**src/design/pmc_pkg.sv**
```systemverilog
// Package for the IPv6 path MTU cache: field widths, commands, status codes,
// packed request and result types. No dependencies.
package pmc_pkg;

  localparam int unsigned DefEntries  = 8;
  localparam int unsigned DefIfaces   = 16;
  localparam int unsigned IfaceW      = 4;
  localparam int unsigned MinLinkMtu  = 1280;
  localparam int unsigned HeaderLen   = 40;
  localparam logic [30:0] TimeoutRst  = 31'd600000;
  localparam logic [31:0] NoWake      = 32'hffffffff;
  localparam int unsigned InDataW     = 360;
  localparam int unsigned OutDataW    = 56;

  typedef enum logic [2:0] {
    CMD_TRACK  = 3'd0,
    CMD_PTB    = 3'd1,
    CMD_LOOKUP = 3'd2,
    CMD_DROP   = 3'd3,
    CMD_SWEEP  = 3'd4
  } cmd_t;

  typedef enum logic [2:0] {
    ST_IGNORED   = 3'd0,
    ST_NEW_SLOT  = 3'd1,
    ST_REFRESHED = 3'd2,
    ST_KNOWN     = 3'd3,
    ST_NO_SLOT   = 3'd4,
    ST_LEARNED   = 3'd5,
    ST_UNMATCHED = 3'd6,
    ST_DONE      = 3'd7
  } status_t;

  // classified request handed from the front part to the back part
  typedef struct packed {
    logic [2:0]  command;
    logic        drop;
    logic [3:0]  iface;
    logic [63:0] src_hi;
    logic [63:0] src_lo;
    logic [63:0] dst_hi;
    logic [63:0] dst_lo;
    logic [31:0] now_ms;
    logic [31:0] mtu_value;
  } req_t;

  typedef struct packed {
    logic [30:0] wake_delay_ms;
    logic        wake_valid;
    logic [15:0] path_mtu;
    logic [2:0]  status;
  } res_t;

endpackage

```
**src/design/pmc_front.sv**
```systemverilog
// Front part of the path MTU cache: accepts requests, applies the range and
// RFC 8201 checks and queues classified requests. Depends on pmc_pkg.
module pmc_front #(
  parameter int unsigned NUM_IFACES = pmc_pkg::DefIfaces,
  parameter int unsigned QDEPTH     = 2
) (
  input  logic                          clk,
  input  logic                          rst_n,
  input  logic                          in_tvalid,
  output logic                          in_tready,
  input  logic [pmc_pkg::InDataW-1:0]   in_tdata,
  output logic                          q_valid,
  input  logic                          q_take,
  output pmc_pkg::req_t                 q_req
);

  logic [2:0]  cmd;
  logic [3:0]  ifc;
  logic [31:0] mval;
  logic [15:0] link, plen;
  logic        reply_ok, bad;
  logic [16:0] lim;
  pmc_pkg::req_t req;

  pmc_pkg::req_t q_r [QDEPTH];
  logic [$clog2(QDEPTH+1)-1:0] cnt_r, cnt_nxt;
  logic [$clog2(QDEPTH)-1:0] rd_r, wr_r;
  logic push;

  assign cmd      = in_tdata[2:0];
  assign ifc      = in_tdata[6:3];
  assign mval     = in_tdata[326:295];
  assign link     = in_tdata[342:327];
  assign plen     = in_tdata[358:343];
  assign reply_ok = in_tdata[359];
  assign lim      = {1'b0, plen} + 17'(pmc_pkg::HeaderLen);

  always_comb begin
    bad = 1'b0;
    if (cmd inside {3'd0, 3'd1, 3'd2, 3'd3} && 32'(ifc) >= NUM_IFACES) begin
      bad = 1'b1;
    end
    case (cmd)
      pmc_pkg::CMD_TRACK: begin
        if (link < 16'(pmc_pkg::MinLinkMtu) ||
            (in_tdata[70:7] == '0 && in_tdata[134:71] == '0) ||
            in_tdata[70:63] == 8'hff) bad = 1'b1;
      end
      pmc_pkg::CMD_PTB: begin
        if (mval < 32'(pmc_pkg::MinLinkMtu) || mval >= {16'd0, link} ||
            mval >= {15'd0, lim} || !reply_ok) bad = 1'b1;
      end
      default: ;
    endcase
    req.command   = cmd;
    req.drop      = bad;
    req.iface     = ifc;
    req.src_hi    = in_tdata[70:7];
    req.src_lo    = in_tdata[134:71];
    req.dst_hi    = in_tdata[198:135];
    req.dst_lo    = in_tdata[262:199];
    req.now_ms    = in_tdata[294:263];
    req.mtu_value = mval;
  end

  assign in_tready = (cnt_r != QDEPTH[$bits(cnt_r)-1:0]);
  assign push      = in_tvalid && in_tready;
  assign q_valid   = (cnt_r != '0);
  assign q_req     = q_r[rd_r];

  always_comb begin
    cnt_nxt = cnt_r;
    if (push && !(q_take && q_valid)) cnt_nxt = cnt_r + 1'b1;
    else if (!push && q_take && q_valid) cnt_nxt = cnt_r - 1'b1;
  end

  always_ff @(posedge clk) begin
    if (!rst_n) begin
      cnt_r <= '0;
      rd_r  <= '0;
      wr_r  <= '0;
    end else begin
      cnt_r <= cnt_nxt;
      if (push) wr_r <= wr_r + 1'b1;
      if (q_take && q_valid) rd_r <= rd_r + 1'b1;
    end
    if (push) q_r[wr_r] <= req;
  end

endmodule

```
**config.mk**
```make
export PLATFORM = sky130hd
export DESIGN_NAME = pmc_front
export DESIGN_NICKNAME = d
export VERILOG_FILES = /design/src/design/pmc_pkg.sv /design/src/design/pmc_front.sv
export SDC_FILE = /design/constraint.sdc
export NUM_CORES = 1
export LEC_CHECK = 0
export BUFFER_PORTS_ARGS = -buffer_cell sky130_fd_sc_hd__buf_4
export CORE_AREA = 4 4 268 270
export DETAILED_ROUTE_END_ITERATION = 10
export DIE_AREA = 0 0 272 274
export SLEW_MARGIN = 20
export SYNTH_ARGS = -nofsm -noshare
export SYNTH_HDL_FRONTEND = slang
export SYNTH_SLANG_ARGS = --single-unit
```
**constraint.sdc**
```tcl
create_clock -name clk -period 21.3 [get_ports clk]
set_input_delay 4.26 -clock clk [delete_from_list [all_inputs] [get_ports clk]]
set_output_delay 4.26 -clock clk [all_outputs]
set_load 0.005 [all_outputs]
```
==> results.md, run 1 <==
* Clock latency on the worst-skew pair at a little under 0.6 ns
* CP Capture Type: output pin
* Wire length per cell at 23.5 um
* Post-layout util at 0.488
* Area Overhead vs Synth at 35.0%
* Crit-path cells: buf_4 -> buf_4 -> mux2_2 -> buf_4
* Worst Skew at 0.0149 ns
* Reg2reg path depth at 5
* Worst min path class: reg -> reg
* Largest net degree at the start of global routing at 165
* Slowest CP cell: buf_4
* Initial DRC count at 924
* HPWL after DPL at 50.6 mm
* Nets at 2375
* Via/cell ratio at 4.79
* Final setup fails at 0
* Max Buffers Root-to-Sink at 3
* Inst Count DP at approximately 2800
* DIE AREA at 74500 sq um
* CTS Hold Bufs at 0
* Pins Over Slew Limit at 0
* # H-tree levels at 3
* First-pass DRT Iterations at 5
* P_leak at approximately 13 nW
* CTS buffer count at 74
* Die Height at approximately 270 um
* Worst setup margin at 13.41 ns
* Most common cell on crit path: buf_4
* F_max at between 100 and 150 MHz
* Gr usage total at 0.179
* Switch Pwr at just under 700 uW
* Mapped cell area at 25200 sq um
* CTS tree: yes
* Fin crit period at slightly below 8 ns
* Max_cap viols at 0
* PortBufs at roughly 690
* Distinct cells, synth at 44
* Syn nets at 1631
* Tcrit/Tclk final at 0.371
* Area leader, netlist: edfxtp_1
* Final ANT Viol Nets at 0
* Yosys top cell area share at 0.783
* Sequential area share after synthesis at 0.787
* Crit Reg-Reg Endpoint: q_r[0][73]
* Cell Area, Placed at 31500 sq um
* Worst slew margin at 0.207
* Worst-Margin Slew at ~1.2 ns
* Biggest cell delay along the critical path at roughly 0.85 ns
* Gr ovfl total at 0
* Largest cells by area after synthesis: edfxtp_1, mux2_2, ha_1
* I/O pins at 694
* Pwr dens at 94.0 nW/um^2
* Share of layout cells above drive strength 1 at 0.563
* Synthesis Warnings at 0
* Post-Syn Area per Cell at 20.4 sq um
* Sequential Power Share at 0.480
* RSZ-0062 raised after global routing: false
* Initial core utilization at 0.362
* Design area at roughly 34000 sq um
* Post-Synthesis Cells at around 1200
* Pre-CTS WS at 13.68 ns
* Worst VDD drop at slightly above 0.00007 V
* Clock Power Share at 0.403
* Critical path class: reg -> out
* Setup crit start kind: register
* Worst Path Buf+Inv at 3
* Final wirelength at 70.0 mm
* Fin cells at 2979
* Status: finished clean
* Drc violations at 0
* Gpl congestion at about 0.86
* Clk sinks at 661
* # Post-CTS Setup Buffers at 0
* Row Count at 97
* First-pass GRT wire length at 99.3 mm
* Hold Path Depth at 2
* Vias in the first global route at 15100
* Switching Share at 0.218
* CP max FO at 74
* Reg-to-Reg Start: cnt_r[0]
* Core area at 69500 sq um
* Final Hold Viols at 0
* Synth Register Bits at 661
* Combinational fraction of design power at 0.117
* Via count at 14300
* Cell family with most CP delay: buffers and inverters
* Sum Neg Setup Slack at 0 ns
* Resized cells post-CTS at 0
* Req. time, crit path at 17.04 ns
* Int Power at 2.50 mW
* Root buffer cell: clkbuf_16
* Initial antenna violation count at 5
* R2R setup slack at 17.49 ns
* Die width at between 200 and 300 um
* Critical Path AT at 3.63 ns
* Hold_sp: rd_r
* Worst-path clk slew at around 0.050 ns
-- power by group through the flow --
stage | Clock (mW) | Sequential, mW | Combinational [mW]
after floorplan | 0 | 1.58 | 0.149
after global placement | 0 | 1.56 | 0.375
after detailed placement | 0 | 1.56 | 0.379
after CTS | 1.32 | 1.53 | 0.381
after global routing | 1.38 | 1.54 | 0.401
final | 1.29 | 1.53 | 0.374
-- flip-flops by register name (all words and copies together) (netlist names), named ones only --
| name | flops |
|---|---|
| q_r | 656 |
| rd_r | 1 |
| cnt_r | 2 |
| wr_r | 1 |
-- worst max-delay path by stage --
stage	from	to	slack, ns	cells past startpoint
3_3_place_gp	in_tvalid	q_r[0][89]	13.71	5
2_1_floorplan	in_tvalid	wr_r	2.22	3
3_5_place_dp	in_tvalid	q_r[0][96]	13.68	5
4_1_cts	register	q_req[34]	13.28	4
6_report	register	q_req[34]	13.41	4
5_1_grt	register	q_req[34]	13.19	4
-- logic make-up after synthesis --
group                      Yosys count  share of synthesized area
buffers and inverters               56                    0.00995
DFF                                661                      0.787
and+or+nand+nor                    106                     0.0252
xor gates and xnor gates            12                    0.00418
AOI/OAI and AO/OA                   35                    0.00965
muxes                              329                      0.147
adders and majority gates           34                     0.0169
-- synthesized netlist by cell type (all sizes together) --
cell type,count
nand2,12
nand3,7
or3,1
mux2i,1
clkbuf,3
nand3b,1
edfxtp,656
nand4,15
a32o,1
o41ai,1
a211oi,1
buf,33
o21a,1
a221oi,1
nand2b,4
dfxtp,5
and3,4
xnor2,3
nor4,39
or4,1
and2,6
o21ai,7
nor2b,1
or2,1
nor2,11
nor3b,1
mux2,328
inv,20
a21boi,1
xor2,9
a21oi,9
a211o,1
a31oi,1
and4,1
a2111oi,5
a21o,3
ha,34
o2111ai,2
nor3,1
o21bai,1
-- worst min-delay path: cells and delay by family (launching register included) --
kind / cells / cell delay (ns)
flops: 1 / 0.32
simple gates: 1 / 0.14
xor+xnor: 1 / 0.07
-- cell type report --
| class | instances | area [sq um] |
|---|---|---|
| Multi-Input combinational cell | 516 | 5120 |
| Fill cell | 5910 | 35600 |
| Tap cell | 940 | 1180 |
| Antenna cell | 3 | 7.51 |
| Inverter | 20 | 75.1 |
| Timing Repair Buffer | 704 | 5310 |
| Sequential cell | 661 | 19800 |
| Clock inverter | 45 | 537 |
| Clock buffer | 90 | 1930 |
-- per-stage QoR --
| stage | hold slack [ns] | total power, mW |
|---|---|---|
| global placement | 0.573 | 1.93 |
| CTS | 0.581 | 3.24 |
| global route | 0.614 | 3.32 |
| finish | 0.577 | 3.19 |
| floorplan | 0.539 | 1.73 |
| detailed placement | 0.571 | 1.94 |
-- layer usage --
metal | global-route usage | part of all wire
met5 | 0 | 0.00036
met4 | 0.0647 | 0.032
met3 | 0.0599 | 0.079
met2 | 0.316 | 0.52
met1 | 0.204 | 0.37
-- cells in the final DEF (no fill, tap or decap), types with 2 or more instances in the layout --
master,netlist,routed
clkbuf_1,3,15
nand3_1,7,7
buf_12,0,2
clkinv_8,0,2
edfxtp_1,656,656
inv_1,20,20
nor4_1,34,34
clkinv_1,0,16
a2111oi_0,4,4
clkinv_2,0,10
bufinv_16,0,11
a21oi_1,9,9
mux2_2,328,328
nor4_2,5,5
o2111ai_1,2,2
o21ai_0,7,7
clkinvlp_4,0,2
dfxtp_1,5,4
a21o_1,3,3
and2_1,5,5
nand2_1,12,12
clkbuf_16,0,75
xnor2_1,3,3
diode_2,0,3
nand4_1,15,15
xor2_1,9,9
and3_1,4,3
buf_4,0,702
ha_1,34,34
inv_6,0,2
nand2b_1,4,4
nor2_1,11,10
Power figures use the tool's default switching activity.
==> run 2, diff against run 1 <==
Settings changed: ABC_AREA set to 1.
Clock period 21.3 ns to 6.6 ns, I/O delays scaled along.
==> run 2 against run 1 <==
Compared with the run above:
- count of clock-buffer cells in the layout rose by 4
- power rose to 3.2 times the previous value
- critical endpoint is now q_req[96]
- largest cell class unchanged
- worst setup slack worse by 11 ns
==> results.md, run 2 <==
* Status: finished clean
* Fraction of the mapped netlist area in compound gates at 0.00530 (-0.00435)
* Worst min path class: reg -> reg
* Via/cell ratio at 4.68 (-2.2%)
* Hold Path Depth at 1 (-1)
* First-pass DRT Iterations at 6 (+1)
* Initial DRC count at 803 (-13%)
* Gr usage total at 0.170 (-0.00880)
* Critical Path AT at 2.78 ns (-0.85 ns)
* CTS Hold Bufs at 0 (unchanged)
* Pwr dens at 298 nW/um^2 (+220%)
* Slowest CP cell: dfxtp_4
* Worst Skew at 0.0176 ns (+0.00267 ns)
* R2R setup slack at 3.82 ns (-13.67 ns)
* Resized cells post-CTS at 0 (unchanged)
* Final setup fails at 0 (unchanged)
* Worst-Margin Slew at 1.14 ns (-0.0532 ns)
* Worst-path clk slew at 0.06 ns (about the same)
* CP max FO at 112 (+51%)
* First-pass GRT wire length at 95.5 mm (-3.8%)
* Root buffer cell: clkbuf_16
* Worst Path Buf+Inv at 2 (-1)
* Post-Synthesis Cells at 1378 (+12%)
* Synthesis Warnings at 0 (unchanged)
* CTS buffer count at 74 (unchanged)
* Max_cap viols at 0 (unchanged)
* Yosys top cell area share at 0.772 (-0.0108)
* Commonest non-fill, non-tap cells in the layout: buf_4, edfxtp_1, mux2_2
* Fin cells at 3123 (+4.8%)
* Pins Over Slew Limit at 0 (unchanged)
* PortBufs at 693 (unchanged)
* Reg2reg path depth at 5 (unchanged)
* Multiplexer area fraction after synthesis at 0.145 (-0.00241)
* Synth Register Bits at 661 (unchanged)
* Syn nets at 1776 (+8.9%)
* Largest net degree at the start of global routing at 160 (-3.0%)
* Top-count cell post-synth: edfxtp_1
* Biggest cell delay along the critical path at 0.88 ns (+0.03 ns)
* Via count at 14600 (+2.5%)
* Critical path class: reg -> out
* XOR/XNOR share of the synthesized area at 0.00446 (+0.000286)
* Most common cell after layout, fill and taps aside: buf_4
* Setup crit start kind: register
* I/O pins at 694 (unchanged)
* Fin crit period at 4.10 ns
* Synth Area in Adders at 0.0167 (-0.000232)
* Cell Area, Placed at 31900 sq um (+1.3%)
* Tcrit/Tclk final at 0.621
* RSZ-0062 raised after global routing: false
* Mapped cell area at 25500 sq um (+1.4%)
* Largest cells by area after synthesis: edfxtp_1, mux2_2, nor2_1
* Distinct cells, synth at 31 (-30%)
* Drc violations at 0 (unchanged)
* Initial core utilization at 0.367 (+0.00504)
* Synth top cells by count: edfxtp_1, mux2_2, nor2_1
* Core area at 69500 sq um (unchanged)
* Worst VDD drop at 0.000205 V (+190%)
* Wire length per cell at 21.3 um (-9.1%)
* Gpl congestion at 0.843 (-2.4%)
* Final wirelength at 66.7 mm (-4.7%)
* DIE AREA at 74500 sq um (unchanged)
* Cell family with most CP delay: flip-flops
* Crit-path cells: buf_12 -> mux2_2 -> buf_4
* Final ANT Viol Nets at 0 (unchanged)
* Number of cells on the critical path at 3 (-1)
* Vias in the first global route at 15400 (+1.8%)
* Sequential area share after synthesis at 0.776 (-0.0108)
* Synth async-reset ratio at 0 (unchanged)
* EDFF count, synth at 656 (unchanged)
* Worst slew margin at 0.243 (+0.0355)
* Largest family of logic cells by synthesized area: multiplexers
* Req. time, crit path at 5.28 ns (-11.76 ns)
* Die Height at 274 um (unchanged)
* Final Hold Viols at 0 (unchanged)
* Max FFs per register at 656 (unchanged)
* Biggest regs: q_r (656), cnt_r (2)
* Share of layout cells above drive strength 1 at 0.526 (-0.0372)
* Inst Count DP at 2986 (+5.1%)
* CTS tree: yes
* Gr ovfl total at 0 (unchanged)
* # H-tree levels at 3 (unchanged)
* Die width at 272 um (unchanged)
* Clk sinks at 661 (unchanged)
* Area Overhead vs Synth at 34.0%
* Main synth FF type: edfxtp_1
* Initial antenna violation count at 7 (+2)
* Area leader, netlist: edfxtp_1
* Biggest register: q_r
* Clock latency on the worst-skew pair at 0.60 ns (about the same)
* Post-Syn Area per Cell at 18.5 sq um (-9.3%)
* Row Count at 97 (unchanged)
* Sum Neg Setup Slack at 0 ns (unchanged)
* P_leak at 12.8 nW (+2.0%)
* Nets at 2520 (+6.1%)
* F_max at 244 MHz
* HPWL after DPL at 47.4 mm (-6.5%)
* # Post-CTS Setup Buffers at 0 (unchanged)
* Design area at 34200 sq um (+0.65%)
* Synth Area in Simple Gates at 0.0392 (+0.0141)
* Max Buffers Root-to-Sink at 3 (unchanged)
* CP Capture Type: output pin
-- run 2: cell count changes after synthesis, moves of 5 or more --
cell	delta
and2_1	-5
a21oi_1	+6
inv_1	+21
nor2_1	+105
nor4_1	-33
nor4_2	-5
nor3_1	+7
nand2_1	+80
nand4_1	-9
-- run 2: power breakdown --
group	switching, mW	internal (mW)	total [mW]
combinational	0.637	0.747	1.38
clock	1.63	2.19	3.82
sequential	0.0681	4.91	4.98
-- run 2: routing by layer --
metal / track usage / routed length, um
met1: 0.189 / 24100
met3: 0.0698 / 6530
met5: 0 / 27
met4: 0.0617 / 2120
met2: 0.296 / 33900
-- run 2: metrics by stage --
step / total power [mW] / hold WS [ns] / utilization / setup slack, ns
finish: 10.2 / 0.496 / 0.492 / 2.50
floorplan: 5.67 / 0.456 / - / -0.0750
CTS: 10.3 / 0.497 / 0.491 / 2.37
detailed placement: 6.47 / 0.485 / 0.459 / 3.00
global placement: 6.45 / 0.470 / 0.459 / 3.04
global route: 10.6 / 0.530 / 0.491 / 2.33
-- run 2: layout make-up --
class / instances / area, sq um
clock buffer: 94 / 1950
tap: 940 / 1180
timing repair buffer: 704 / 5360
antenna: 5 / 12.5
fill: 5963 / 35400
clock inverter: 38 / 323
sequential: 661 / 19800
multi-input combinational: 638 / 5400
inverter: 43 / 161
-- run 2: final timing paths --
kind	startpoint	to
max	register	q_req[96]
min	cnt_r[0]	cnt_r[0]
max reg2reg	cnt_r[0]	q_r[0][104]
min reg2reg	cnt_r[0]	cnt_r[0]
-- run 2: cell families after synthesis --
group,after synthesis
compound gates,25
xor+xnor,13
fa+ha+maj,34
buf+inv,79
flops,661
mux,328
simple gates,238
